### src/rtl/sgfs_pkg.sv
`default_nettype none
package sgfs_pkg;

  // Number format
  localparam int FRAC_BITS = 16;
  localparam int COORD_W   = 32;
  localparam int MAG_W     = COORD_W + 1;

  // Shared serial multiplier: multiplicand A, multiplier B, one B bit per cycle
  localparam int MUL_A_W   = 67;
  localparam int MUL_B_W   = 35;
  localparam int MUL_P_W   = MUL_A_W + MUL_B_W;
  localparam int MUL_CNT_W = $clog2(MUL_B_W + 1);

  // Square root of the softened distance, two radicand bits per cycle
  localparam int D_W        = MUL_A_W;
  localparam int ROOT_W     = MUL_B_W;
  localparam int RAD_W      = 2 * ROOT_W;
  localparam int SREM_W     = ROOT_W + 2;
  localparam int SQRT_CNT_W = $clog2(ROOT_W + 1);

  // Restoring divider, one quotient bit per cycle
  localparam int GM_W      = 2 * COORD_W;
  localparam int NUM_W     = GM_W + COORD_W + FRAC_BITS;
  localparam int DEN_W     = MUL_P_W;
  localparam int ACC_W     = 48;
  localparam int QUOT_W    = ACC_W - 1;
  localparam int DIV_CNT_W = $clog2(NUM_W + 1);

  // Configuration register indexes
  localparam int CFG_IDX_W = 2;
  localparam logic [CFG_IDX_W-1:0] REG_GRAV = 2'd0;
  localparam logic [CFG_IDX_W-1:0] REG_SOFT = 2'd1;

  // Divider result: clamp flag and quotient below the clamp limit
  typedef struct packed {
    logic              sat;
    logic [QUOT_W-1:0] quot;
  } div_res_t;

endpackage
`default_nettype wire

### src/rtl/sgfs_smul.sv
`default_nettype none
module sgfs_smul (
  input  wire logic                          clk,
  input  wire logic                          rst,
  input  wire logic                          go,
  input  wire logic [sgfs_pkg::MUL_A_W-1:0]  a,
  input  wire logic [sgfs_pkg::MUL_B_W-1:0]  b,
  output logic                               done,
  output logic [sgfs_pkg::MUL_P_W-1:0]       prod
);

  logic [sgfs_pkg::MUL_A_W-1:0]   hi;
  logic [sgfs_pkg::MUL_B_W-1:0]   lo;
  logic [sgfs_pkg::MUL_A_W-1:0]   mcand;
  logic [sgfs_pkg::MUL_CNT_W-1:0] cnt;
  logic                           busy;
  logic [sgfs_pkg::MUL_A_W:0]     psum;

  // Add the multiplicand when the low multiplier bit is set
  assign psum = {1'b0, hi} + (lo[0] ? {1'b0, mcand} : '0);
  assign prod = {hi, lo};

  // Shift the partial product right one bit per cycle
  always_ff @(posedge clk) begin
    if (rst) begin
      busy <= 1'b0;
      done <= 1'b0;
      cnt  <= '0;
    end else begin
      done <= 1'b0;
      if (go) begin
        hi    <= '0;
        lo    <= b;
        mcand <= a;
        cnt   <= sgfs_pkg::MUL_CNT_W'(sgfs_pkg::MUL_B_W);
        busy  <= 1'b1;
      end else if (busy) begin
        hi  <= psum[sgfs_pkg::MUL_A_W:1];
        lo  <= {psum[0], lo[sgfs_pkg::MUL_B_W-1:1]};
        cnt <= cnt - 1'b1;
        if (cnt == sgfs_pkg::MUL_CNT_W'(1)) begin
          busy <= 1'b0;
          done <= 1'b1;
        end
      end
    end
  end

endmodule
`default_nettype wire

### src/rtl/sgfs_sqrt.sv
`default_nettype none
module sgfs_sqrt (
  input  wire logic                        clk,
  input  wire logic                        rst,
  input  wire logic                        go,
  input  wire logic [sgfs_pkg::D_W-1:0]    rad_in,
  output logic                             done,
  output logic [sgfs_pkg::ROOT_W-1:0]      root
);

  logic [sgfs_pkg::RAD_W-1:0]      rad;
  logic [sgfs_pkg::SREM_W-1:0]     rem;
  logic [sgfs_pkg::SQRT_CNT_W-1:0] cnt;
  logic                            busy;
  logic [sgfs_pkg::SREM_W+1:0]     shifted;
  logic [sgfs_pkg::SREM_W+1:0]     trial;
  logic [sgfs_pkg::SREM_W+2:0]     diff;

  // Bring down two radicand bits and try the next root bit
  assign shifted = {rem, rad[sgfs_pkg::RAD_W-1 -: 2]};
  assign trial   = (sgfs_pkg::SREM_W+2)'({root, 2'b01});
  assign diff    = {1'b0, shifted} - {1'b0, trial};

  always_ff @(posedge clk) begin
    if (rst) begin
      busy <= 1'b0;
      done <= 1'b0;
      cnt  <= '0;
    end else begin
      done <= 1'b0;
      if (go) begin
        rad  <= sgfs_pkg::RAD_W'(rad_in);
        rem  <= '0;
        root <= '0;
        cnt  <= sgfs_pkg::SQRT_CNT_W'(sgfs_pkg::ROOT_W);
        busy <= 1'b1;
      end else if (busy) begin
        rad <= {rad[sgfs_pkg::RAD_W-3:0], 2'b00};
        if (!diff[sgfs_pkg::SREM_W+2]) begin
          rem  <= diff[sgfs_pkg::SREM_W-1:0];
          root <= {root[sgfs_pkg::ROOT_W-2:0], 1'b1};
        end else begin
          rem  <= shifted[sgfs_pkg::SREM_W-1:0];
          root <= {root[sgfs_pkg::ROOT_W-2:0], 1'b0};
        end
        cnt <= cnt - 1'b1;
        if (cnt == sgfs_pkg::SQRT_CNT_W'(1)) begin
          busy <= 1'b0;
          done <= 1'b1;
        end
      end
    end
  end

endmodule
`default_nettype wire

### src/rtl/sgfs_sdiv.sv
`default_nettype none
module sgfs_sdiv (
  input  wire logic                        clk,
  input  wire logic                        rst,
  input  wire logic                        go,
  input  wire logic [sgfs_pkg::NUM_W-1:0]  num,
  input  wire logic [sgfs_pkg::DEN_W-1:0]  den,
  output logic                             done,
  output sgfs_pkg::div_res_t               res
);

  logic [sgfs_pkg::NUM_W-1:0]     nsh;
  logic [sgfs_pkg::DEN_W-1:0]     dsor;
  logic [sgfs_pkg::DEN_W-1:0]     rem;
  logic [sgfs_pkg::QUOT_W:0]      q;
  logic                           sat;
  logic [sgfs_pkg::DIV_CNT_W-1:0] cnt;
  logic                           busy;
  logic [sgfs_pkg::DEN_W:0]       trial;
  logic [sgfs_pkg::DEN_W+1:0]     diff;

  // Bring down one dividend bit and compare against the divisor
  assign trial = {rem, nsh[sgfs_pkg::NUM_W-1]};
  assign diff  = {1'b0, trial} - {2'b00, dsor};

  assign res.sat  = sat | q[sgfs_pkg::QUOT_W];
  assign res.quot = q[sgfs_pkg::QUOT_W-1:0];

  always_ff @(posedge clk) begin
    if (rst) begin
      busy <= 1'b0;
      done <= 1'b0;
      cnt  <= '0;
    end else begin
      done <= 1'b0;
      if (go) begin
        nsh  <= num;
        dsor <= den;
        rem  <= '0;
        q    <= '0;
        sat  <= 1'b0;
        cnt  <= sgfs_pkg::DIV_CNT_W'(sgfs_pkg::NUM_W);
        busy <= 1'b1;
      end else if (busy) begin
        nsh <= {nsh[sgfs_pkg::NUM_W-2:0], 1'b0};
        // Keep a sticky clamp flag for quotient bits above the limit
        sat <= sat | q[sgfs_pkg::QUOT_W];
        if (!diff[sgfs_pkg::DEN_W+1]) begin
          rem <= diff[sgfs_pkg::DEN_W-1:0];
          q   <= {q[sgfs_pkg::QUOT_W-1:0], 1'b1};
        end else begin
          rem <= trial[sgfs_pkg::DEN_W-1:0];
          q   <= {q[sgfs_pkg::QUOT_W-1:0], 1'b0};
        end
        cnt <= cnt - 1'b1;
        if (cnt == sgfs_pkg::DIV_CNT_W'(1)) begin
          busy <= 1'b0;
          done <= 1'b1;
        end
      end
    end
  end

endmodule
`default_nettype wire

### src/rtl/softened_gravity_field_sampler.sv
// Channel   Group            Word contents
// input     s_axis_*         query x/y/z, body x/y/z, mass in tdata; last body in tlast
// output    m_axis_*         accel x/y/z in tdata; overflow in tuser
// config    cfg_we/index/data  grav_const (0), softening (1)
//
// A zero-mass body skips the arithmetic, and one with zero softened distance stops after
// its squares. Any other body takes nine passes of the shared bit-serial multiplier, the
// serial root, three divider passes, one add per axis and the closing step.
// Reset (rst, synchronous) clears the sums and the output valid, and loads register defaults.
// A finished result waits in the output register while the next body is taken;
// a last body that finds that register still full waits until it drains.
`default_nettype none
module softened_gravity_field_sampler (
  input  wire logic                            clk,
  input  wire logic                            rst,
  input  wire logic                            s_axis_tvalid,
  output logic                                 s_axis_tready,
  // query_x, query_y, query_z, body_x, body_y, body_z, body_mass
  input  wire logic [223:0]                    s_axis_tdata,
  input  wire logic                            s_axis_tlast,
  output logic                                 m_axis_tvalid,
  input  wire logic                            m_axis_tready,
  // accel_x, accel_y, accel_z
  output logic [95:0]                          m_axis_tdata,
  // overflow
  output logic                                 m_axis_tuser,
  input  wire logic                            cfg_we,
  input  wire logic [sgfs_pkg::CFG_IDX_W-1:0]  cfg_index,
  input  wire logic [31:0]                     cfg_data
);

  typedef enum logic [3:0] {
    P_IDLE, P_SQX, P_SQY, P_SQZ, P_SQE, P_ROOT, P_DEN, P_GM,
    P_NUM, P_DIV, P_ACC, P_FIN
  } phase_t;

  localparam logic signed [sgfs_pkg::ACC_W-1:0] ACC_MAX = {1'b0, {(sgfs_pkg::ACC_W-1){1'b1}}};
  localparam logic signed [sgfs_pkg::ACC_W-1:0] ACC_MIN = {1'b1, {(sgfs_pkg::ACC_W-1){1'b0}}};

  phase_t state;

  logic [31:0]                       g;
  logic [31:0]                       eps;
  logic [sgfs_pkg::MAG_W-1:0]        mag [3];
  logic [2:0]                        neg;
  logic                              last;
  logic [31:0]                       gm_mass;
  logic [sgfs_pkg::D_W-1:0]          d;
  logic [sgfs_pkg::DEN_W-1:0]        den;
  logic [sgfs_pkg::GM_W-1:0]         gm;
  logic [1:0]                        ax;
  logic signed [sgfs_pkg::ACC_W-1:0] sum [3];
  logic                              out_valid;
  logic [95:0]                       out_data;
  logic                              out_ovf;

  logic                              go_mul, go_sqrt, go_div;
  logic                              mul_done, sqrt_done, div_done;
  logic [sgfs_pkg::MUL_A_W-1:0]      mul_a;
  logic [sgfs_pkg::MUL_B_W-1:0]      mul_b;
  logic [sgfs_pkg::MUL_P_W-1:0]      prod;
  logic [sgfs_pkg::ROOT_W-1:0]       root;
  sgfs_pkg::div_res_t                dres;

  logic [sgfs_pkg::D_W-1:0]          d_sum;
  logic [sgfs_pkg::ACC_W-1:0]        tmag;
  logic signed [sgfs_pkg::ACC_W:0]   tsig;
  logic signed [sgfs_pkg::ACC_W:0]   s49;
  logic signed [sgfs_pkg::ACC_W-1:0] acc_sat;
  logic                              out_free;
  logic                              out_load;
  logic signed [sgfs_pkg::MAG_W-1:0] rdiff [3];
  logic [32:0]                       ex, ey, ez;

  // Clamp a sum to 32 bits, with the clamp flag on top
  function automatic logic [32:0] sat32(input logic signed [sgfs_pkg::ACC_W-1:0] v);
    logic [32:0] r;
    if (v > sgfs_pkg::ACC_W'(signed'(33'sh0_7FFF_FFFF))) begin
      r = {1'b1, 32'h7FFF_FFFF};
    end else if (v < sgfs_pkg::ACC_W'(signed'(33'sh1_8000_0000))) begin
      r = {1'b1, 32'h8000_0000};
    end else begin
      r = {1'b0, v[31:0]};
    end
    return r;
  endfunction

  assign s_axis_tready = (state == P_IDLE);
  assign m_axis_tvalid = out_valid;
  assign m_axis_tdata  = out_data;
  assign m_axis_tuser  = out_ovf;
  assign out_free      = !out_valid || m_axis_tready;
  assign out_load      = (state == P_FIN) && last && out_free;

  // Offsets body minus query, one per axis
  always_comb begin
    for (int i = 0; i < 3; i++) begin
      rdiff[i] = sgfs_pkg::MAG_W'(signed'(s_axis_tdata[96+32*i +: 32]))
               - sgfs_pkg::MAG_W'(signed'(s_axis_tdata[32*i +: 32]));
    end
  end

  // Pick the multiplier operands for the running step
  always_comb begin
    mul_a = '0;
    mul_b = '0;
    unique case (state)
      P_SQX: begin
        mul_a = sgfs_pkg::MUL_A_W'(mag[0]);
        mul_b = sgfs_pkg::MUL_B_W'(mag[0]);
      end
      P_SQY: begin
        mul_a = sgfs_pkg::MUL_A_W'(mag[1]);
        mul_b = sgfs_pkg::MUL_B_W'(mag[1]);
      end
      P_SQZ: begin
        mul_a = sgfs_pkg::MUL_A_W'(mag[2]);
        mul_b = sgfs_pkg::MUL_B_W'(mag[2]);
      end
      P_SQE: begin
        mul_a = sgfs_pkg::MUL_A_W'(eps);
        mul_b = sgfs_pkg::MUL_B_W'(eps);
      end
      P_DEN: begin
        mul_a = d;
        mul_b = root;
      end
      P_GM: begin
        mul_a = sgfs_pkg::MUL_A_W'(g);
        mul_b = sgfs_pkg::MUL_B_W'(gm_mass);
      end
      P_NUM: begin
        mul_a = sgfs_pkg::MUL_A_W'(gm);
        mul_b = sgfs_pkg::MUL_B_W'(mag[ax]);
      end
      default: begin
        mul_a = '0;
        mul_b = '0;
      end
    endcase
  end

  assign d_sum = d + prod[sgfs_pkg::D_W-1:0];

  // Signed, clamped contribution of the current axis
  assign tmag    = dres.sat ? ACC_MAX : {1'b0, dres.quot};
  assign tsig    = neg[ax] ? -signed'({1'b0, tmag}) : signed'({1'b0, tmag});
  assign s49     = {sum[ax][sgfs_pkg::ACC_W-1], sum[ax]} + tsig;
  assign acc_sat = (s49[sgfs_pkg::ACC_W] ^ s49[sgfs_pkg::ACC_W-1])
                 ? (s49[sgfs_pkg::ACC_W] ? ACC_MIN : ACC_MAX)
                 : s49[sgfs_pkg::ACC_W-1:0];

  assign ex = sat32(sum[0]);
  assign ey = sat32(sum[1]);
  assign ez = sat32(sum[2]);

  sgfs_smul u_mul (
    .clk  (clk),
    .rst  (rst),
    .go   (go_mul),
    .a    (mul_a),
    .b    (mul_b),
    .done (mul_done),
    .prod (prod)
  );

  sgfs_sqrt u_sqrt (
    .clk    (clk),
    .rst    (rst),
    .go     (go_sqrt),
    .rad_in (d),
    .done   (sqrt_done),
    .root   (root)
  );

  sgfs_sdiv u_div (
    .clk  (clk),
    .rst  (rst),
    .go   (go_div),
    .num  ({prod[sgfs_pkg::GM_W+sgfs_pkg::COORD_W-1:0], {sgfs_pkg::FRAC_BITS{1'b0}}}),
    .den  (den),
    .done (div_done),
    .res  (dres)
  );

  // Sequence one body through the serial units
  always_ff @(posedge clk) begin
    if (rst) begin
      state     <= P_IDLE;
      go_mul    <= 1'b0;
      go_sqrt   <= 1'b0;
      go_div    <= 1'b0;
      g         <= 32'd65536;
      eps       <= 32'd16384;
      sum[0]    <= '0;
      sum[1]    <= '0;
      sum[2]    <= '0;
      out_valid <= 1'b0;
      ax        <= '0;
      last      <= 1'b0;
    end else begin
      go_mul  <= 1'b0;
      go_sqrt <= 1'b0;
      go_div  <= 1'b0;
      if (cfg_we) begin
        unique case (cfg_index)
          sgfs_pkg::REG_GRAV: g   <= cfg_data;
          sgfs_pkg::REG_SOFT: eps <= cfg_data;
          default: ;
        endcase
      end
      // Load a finished result, or drop the word once taken
      if (out_load) begin
        out_valid <= 1'b1;
      end else if (m_axis_tready) begin
        out_valid <= 1'b0;
      end
      unique case (state)
        P_IDLE: begin
          if (s_axis_tvalid) begin
            for (int i = 0; i < 3; i++) begin
              neg[i] <= rdiff[i][sgfs_pkg::MAG_W-1];
              mag[i] <= rdiff[i][sgfs_pkg::MAG_W-1] ? -rdiff[i] : rdiff[i];
            end
            gm_mass <= s_axis_tdata[223:192];
            last    <= s_axis_tlast;
            d       <= '0;
            ax      <= '0;
            if (s_axis_tdata[223:192] == 32'd0) begin
              state <= P_FIN;
            end else begin
              state  <= P_SQX;
              go_mul <= 1'b1;
            end
          end
        end
        P_SQX, P_SQY, P_SQZ: begin
          if (mul_done) begin
            d      <= d_sum;
            go_mul <= 1'b1;
            state  <= (state == P_SQX) ? P_SQY : ((state == P_SQY) ? P_SQZ : P_SQE);
          end
        end
        P_SQE: begin
          if (mul_done) begin
            d <= d_sum;
            // Drop the body when the softened distance is zero
            if (d_sum == '0) begin
              state <= P_FIN;
            end else begin
              state   <= P_ROOT;
              go_sqrt <= 1'b1;
            end
          end
        end
        P_ROOT: begin
          if (sqrt_done) begin
            state  <= P_DEN;
            go_mul <= 1'b1;
          end
        end
        P_DEN: begin
          if (mul_done) begin
            den    <= prod;
            state  <= P_GM;
            go_mul <= 1'b1;
          end
        end
        P_GM: begin
          if (mul_done) begin
            gm     <= prod[sgfs_pkg::GM_W-1:0];
            state  <= P_NUM;
            go_mul <= 1'b1;
          end
        end
        P_NUM: begin
          if (mul_done) begin
            state  <= P_DIV;
            go_div <= 1'b1;
          end
        end
        P_DIV: begin
          if (div_done) begin
            state <= P_ACC;
          end
        end
        P_ACC: begin
          sum[ax] <= acc_sat;
          if (ax == 2'd2) begin
            state <= P_FIN;
          end else begin
            ax     <= ax + 1'b1;
            state  <= P_NUM;
            go_mul <= 1'b1;
          end
        end
        P_FIN: begin
          if (!last) begin
            state <= P_IDLE;
          end else if (out_free) begin
            out_data  <= {ez[31:0], ey[31:0], ex[31:0]};
            out_ovf   <= ex[32] | ey[32] | ez[32];
            sum[0]    <= '0;
            sum[1]    <= '0;
            sum[2]    <= '0;
            state     <= P_IDLE;
          end
        end
        default: state <= P_IDLE;
      endcase
    end
  end

  a_mul_phase: assert property (@(posedge clk) disable iff (rst)
    mul_done |-> (state == P_SQX || state == P_SQY || state == P_SQZ || state == P_SQE ||
                  state == P_DEN || state == P_GM || state == P_NUM))
    else $error("multiplier finished outside a multiply step");

  a_sqrt_phase: assert property (@(posedge clk) disable iff (rst)
    sqrt_done |-> (state == P_ROOT))
    else $error("square root finished outside its step");

  a_div_phase: assert property (@(posedge clk) disable iff (rst)
    div_done |-> (state == P_DIV))
    else $error("divider finished outside its step");

  a_emit_clear: assert property (@(posedge clk) disable iff (rst)
    (state == P_FIN && last && out_free) |=>
      (m_axis_tvalid && sum[0] == '0 && sum[1] == '0 && sum[2] == '0))
    else $error("emitted result without clearing the sums");

endmodule
`default_nettype wire
### config.mk
export PLATFORM = sky130hd
export DESIGN_NAME = softened_gravity_field_sampler
export DESIGN_NICKNAME = d
export VERILOG_FILES = /design/src/rtl/sgfs_pkg.sv /design/src/rtl/sgfs_smul.sv /design/src/rtl/sgfs_sqrt.sv /design/src/rtl/sgfs_sdiv.sv /design/src/rtl/softened_gravity_field_sampler.sv
export SDC_FILE = /design/constraint.sdc
export NUM_CORES = 2
export LEC_CHECK = 0
export ABC_CLOCK_PERIOD_IN_PS = 15000
export BUFFER_PORTS_ARGS = -buffer_cell sky130_fd_sc_hd__buf_2
export CORE_UTILIZATION = 45
export CTS_CLUSTER_DIAMETER = 80
export DETAILED_ROUTE_END_ITERATION = 8
export PLACE_DENSITY = 0.67
export SLEW_MARGIN = 0
export SYNTH_ARGS = -nofsm -noshare
export SYNTH_HDL_FRONTEND = slang
export SYNTH_HIERARCHICAL = 1
export SYNTH_SLANG_ARGS = --single-unit
### constraint.sdc
create_clock -name clk -period 15 [get_ports clk]
set_input_delay 1.5 -clock clk [delete_from_list [all_inputs] [get_ports clk]]
set_output_delay 1.5 -clock clk [all_outputs]
set_load 0.02 [all_outputs]
==> results.toml <==
[synth]
synthFlopType = "edfxtp_1"
yosys_warnings = 6
synth.most_common_cell = "edfxtp_1"
synthCells = 8417
async_reset_ff_share_pct = 0
ys_seq_area_share_pct = 48.7
yosysTopAreaCell = "edfxtp_1"
ys_ff_latch = 1434
syn_area_mm2 = 0.0863
synth_edf_count = 1332
yosys-top-cells-area = "edfxtp_1 46%, ha_1 6.2%, a21oi_1 4.4%"
yosys.cell_types.count = 123
synth_common_cells = "1332 x edfxtp_1, 916 x nand2_1, 753 x a21oi_1"
yosys.area.top_type_share_pct = 46.4
syn_area_per_cell_um2 = 10.3

[cts]
cts_tree = "yes"
post_cts_buffers = 0
htree_levels = 4
cts.clk_slew.worst_paths_ns = 0.06
ctsHoldBuffers = 0
numCtsBuffers = 159
cts_sinks = 1434
post_cts_resized = 0
clk_latency_ns = 0.83
root_buffer = "clkbuf_16"
clk_path_buf_depth = 3

[global_route]
overflow = 0
grt_max_degree = 107
antenna_found_initial = 42
grt_first_pass_wirelength_um = 400000
grt_pass1_vias = 65200
track_usage_pct = 27.0

[die]
pin_count = 363
rows = 160
initial_utilization_pct = 45.3
core_area_mm2 = 0.190
die_w_um = 440
dieArea_mm2 = 0.194
dieHeight_um = 440

[worst_setup_path]
cp_max_fo = 44
crit_arrival_ns = 8.86
r2r_cells = 20
path_class = "reg2reg"
cp-end-kind = "register"
crit_required_ns = 15.53
start_kind = "register"

[timing]
finClkSkew_ns = 0.0377
finalSetupTns_ns = 0
relSlewSlack_pct = 14.1
hold_violations = 0
rsz0062_at_grt = "no"
fmax_mhz = 120
fin_crit_sh_pct = 55.6
drv_slew = 0
layout_min_cycle_time_ns = 8.33
worst_slack_ns = 6.67
worstMarginPinSlew_ns = 1.28
setup_viol = 0

[drt]
dr_total_vias = 67500
drt_wl_total_um = 267000
firstDrtPassIters = 9
wl_per_cell_um = 23.8
vias_per_cell = 6.02
drc = 14
ant_nets = 0
drt_iter0_markers = 6531

[final_layout]
post-route-util_pct = 50.0
finalNonFillerCells = 11200
drive_gt1_share_pct = 12.5
fin_nets = 9251
syn_to_final_growth_pct = 10.4

[outcome]
violations = "design-rule violations"
status = "finished with violations"

[worst_hold_path]
worstHoldPathCells = 0
min_path_type = "reg2reg"

[placed_design]
preCtsSetupSlack_ns = 6.78
place_inst = 10900
port_buffers = 362
hpwl_um = 201000
gp_congestion = 0.973

[pwr]
p_leak_uw = 0.0359
powerDensity_mw_per_mm2 = 131
max-vdd-ir-drop_mv = 0.105

[flow_run]
cap_violations = 0
## logic make-up after synthesis
kind of cell | count (synthesis) | synth area share (%)
other | 1 | 0.00435
and+or+nand+nor | 2655 | 14.5
xor gates and xnor gates | 441 | 4.48
adders and majority gates | 438 | 6.41
buffers and inverters | 877 | 4.20
DFF | 1434 | 48.7
AOI/OAI and AO/OA | 2254 | 17.0
muxes | 317 | 4.69
## cells in the final DEF, fill, tap and decap left out, types with 28 or more instances in the layout
cell type,instances
a21o_1,262
o21ai_0,412
nor2_1,740
nor3_1,153
and3_1,32
clkbuf_16,160
o21bai_1,76
edfxtp_1,1332
a22o_1,39
or3_1,49
o21a_1,88
nand2b_1,28
nand2_1,914
xor2_1,182
buf_4,65
dfxtp_1,97
a21oi_1,752
inv_1,407
mux2_2,221
nor4_1,57
xnor2_1,259
mux4_2,48
nor2b_1,107
a31oi_1,55
mux2i_1,48
o211ai_1,36
or2_2,29
nand3_1,108
a211oi_1,68
nand4_1,154
and2_1,114
clkinv_2,28
a222oi_1,97
o31ai_1,39
buf_2,361
a21boi_0,55
ha_1,429
## registers in the layout, summed over array words and instances (netlist names), 7 cells and up, named ones only
register	flops
u_div/nsh	112
d	67
u_div/rem	102
u_mul/hi	67
u_mul/mcand	67
u_div/q	48
g	32
u_div/cnt	7
gm_mass	32
u_sqrt/rad	70
m_axis_tdata	96
u_mul/lo	35
den	102
sum	192
mag	99
u_sqrt/root	35
eps	32
gm	64
u_div/dsor	102
u_sqrt/rem	37
## critical path: stages (launching register included)
cell and delay (ns):
edfxtp_1 0.37, or2_2 0.53, or4_1 0.66, nor3_2 0.17, nor3b_1 0.44, nand3_1 0.28
nor3_1 0.55, nand3_1 0.34, nor4_2 0.58, a211oi_1 0.16, a31oi_1 0.17, o22ai_1 0.11
ha_1 0.41, and3_1 0.23, or4_1 0.39, o21ai_0 0.09, a21oi_1 0.10, xnor2_1 0.96
o21ai_2 0.29, nand3_2 0.93, o21ai_0 0.21
## cell type report
class                   count  area [µm²]
diodes                     25        62.6
clock buffers             196        4240
clock inverters           100        1040
fillers                 17000       95100
inverters                 408        1530
multi-input cells        6121       40900
flip-flops and latches   1434       42100
well taps                2511        3140
repair buffers            427        2310
## path summary, 6_finish.rpt
path / startpoint / end / slack, ns
worst max-delay path: u_div/q[47] / sum[2][13] / 6.67
worst min-delay path: den[77] / u_div/dsor[77] / 0.41
worst max register to register: u_div/q[47] / sum[2][13] / 6.67
worst min register to register: den[77] / u_div/dsor[77] / 0.41
## where the power goes
group	total [µW]	switching, µW	internal, µW
Combinational	3380	2230	1150
Sequential	5110	324	4790
Clock	3940	1740	2200
## through the flow
stage	hold WS, ns	total power (µW)	instance area [µm²]
after floorplan	0.400	7330	86300
after detailed placement	0.405	8490	89900
after CTS	0.400	12400	95200
after global routing	0.411	12900	95300
after global placement	0.404	8460	89900
final	0.407	12400	95300
## per-layer routing
layer / track usage, % / up-vias / routed length [µm]
met5: 0 / - / 37
met1: 36.1 / 32900 / 113000
met2: 43.5 / 2647 / 125000
li1: - / 31500 / -
met4: 12.9 / 4 / 12600
met3: 3.32 / 463 / 16300
Power figures use the tool's default switching activity.
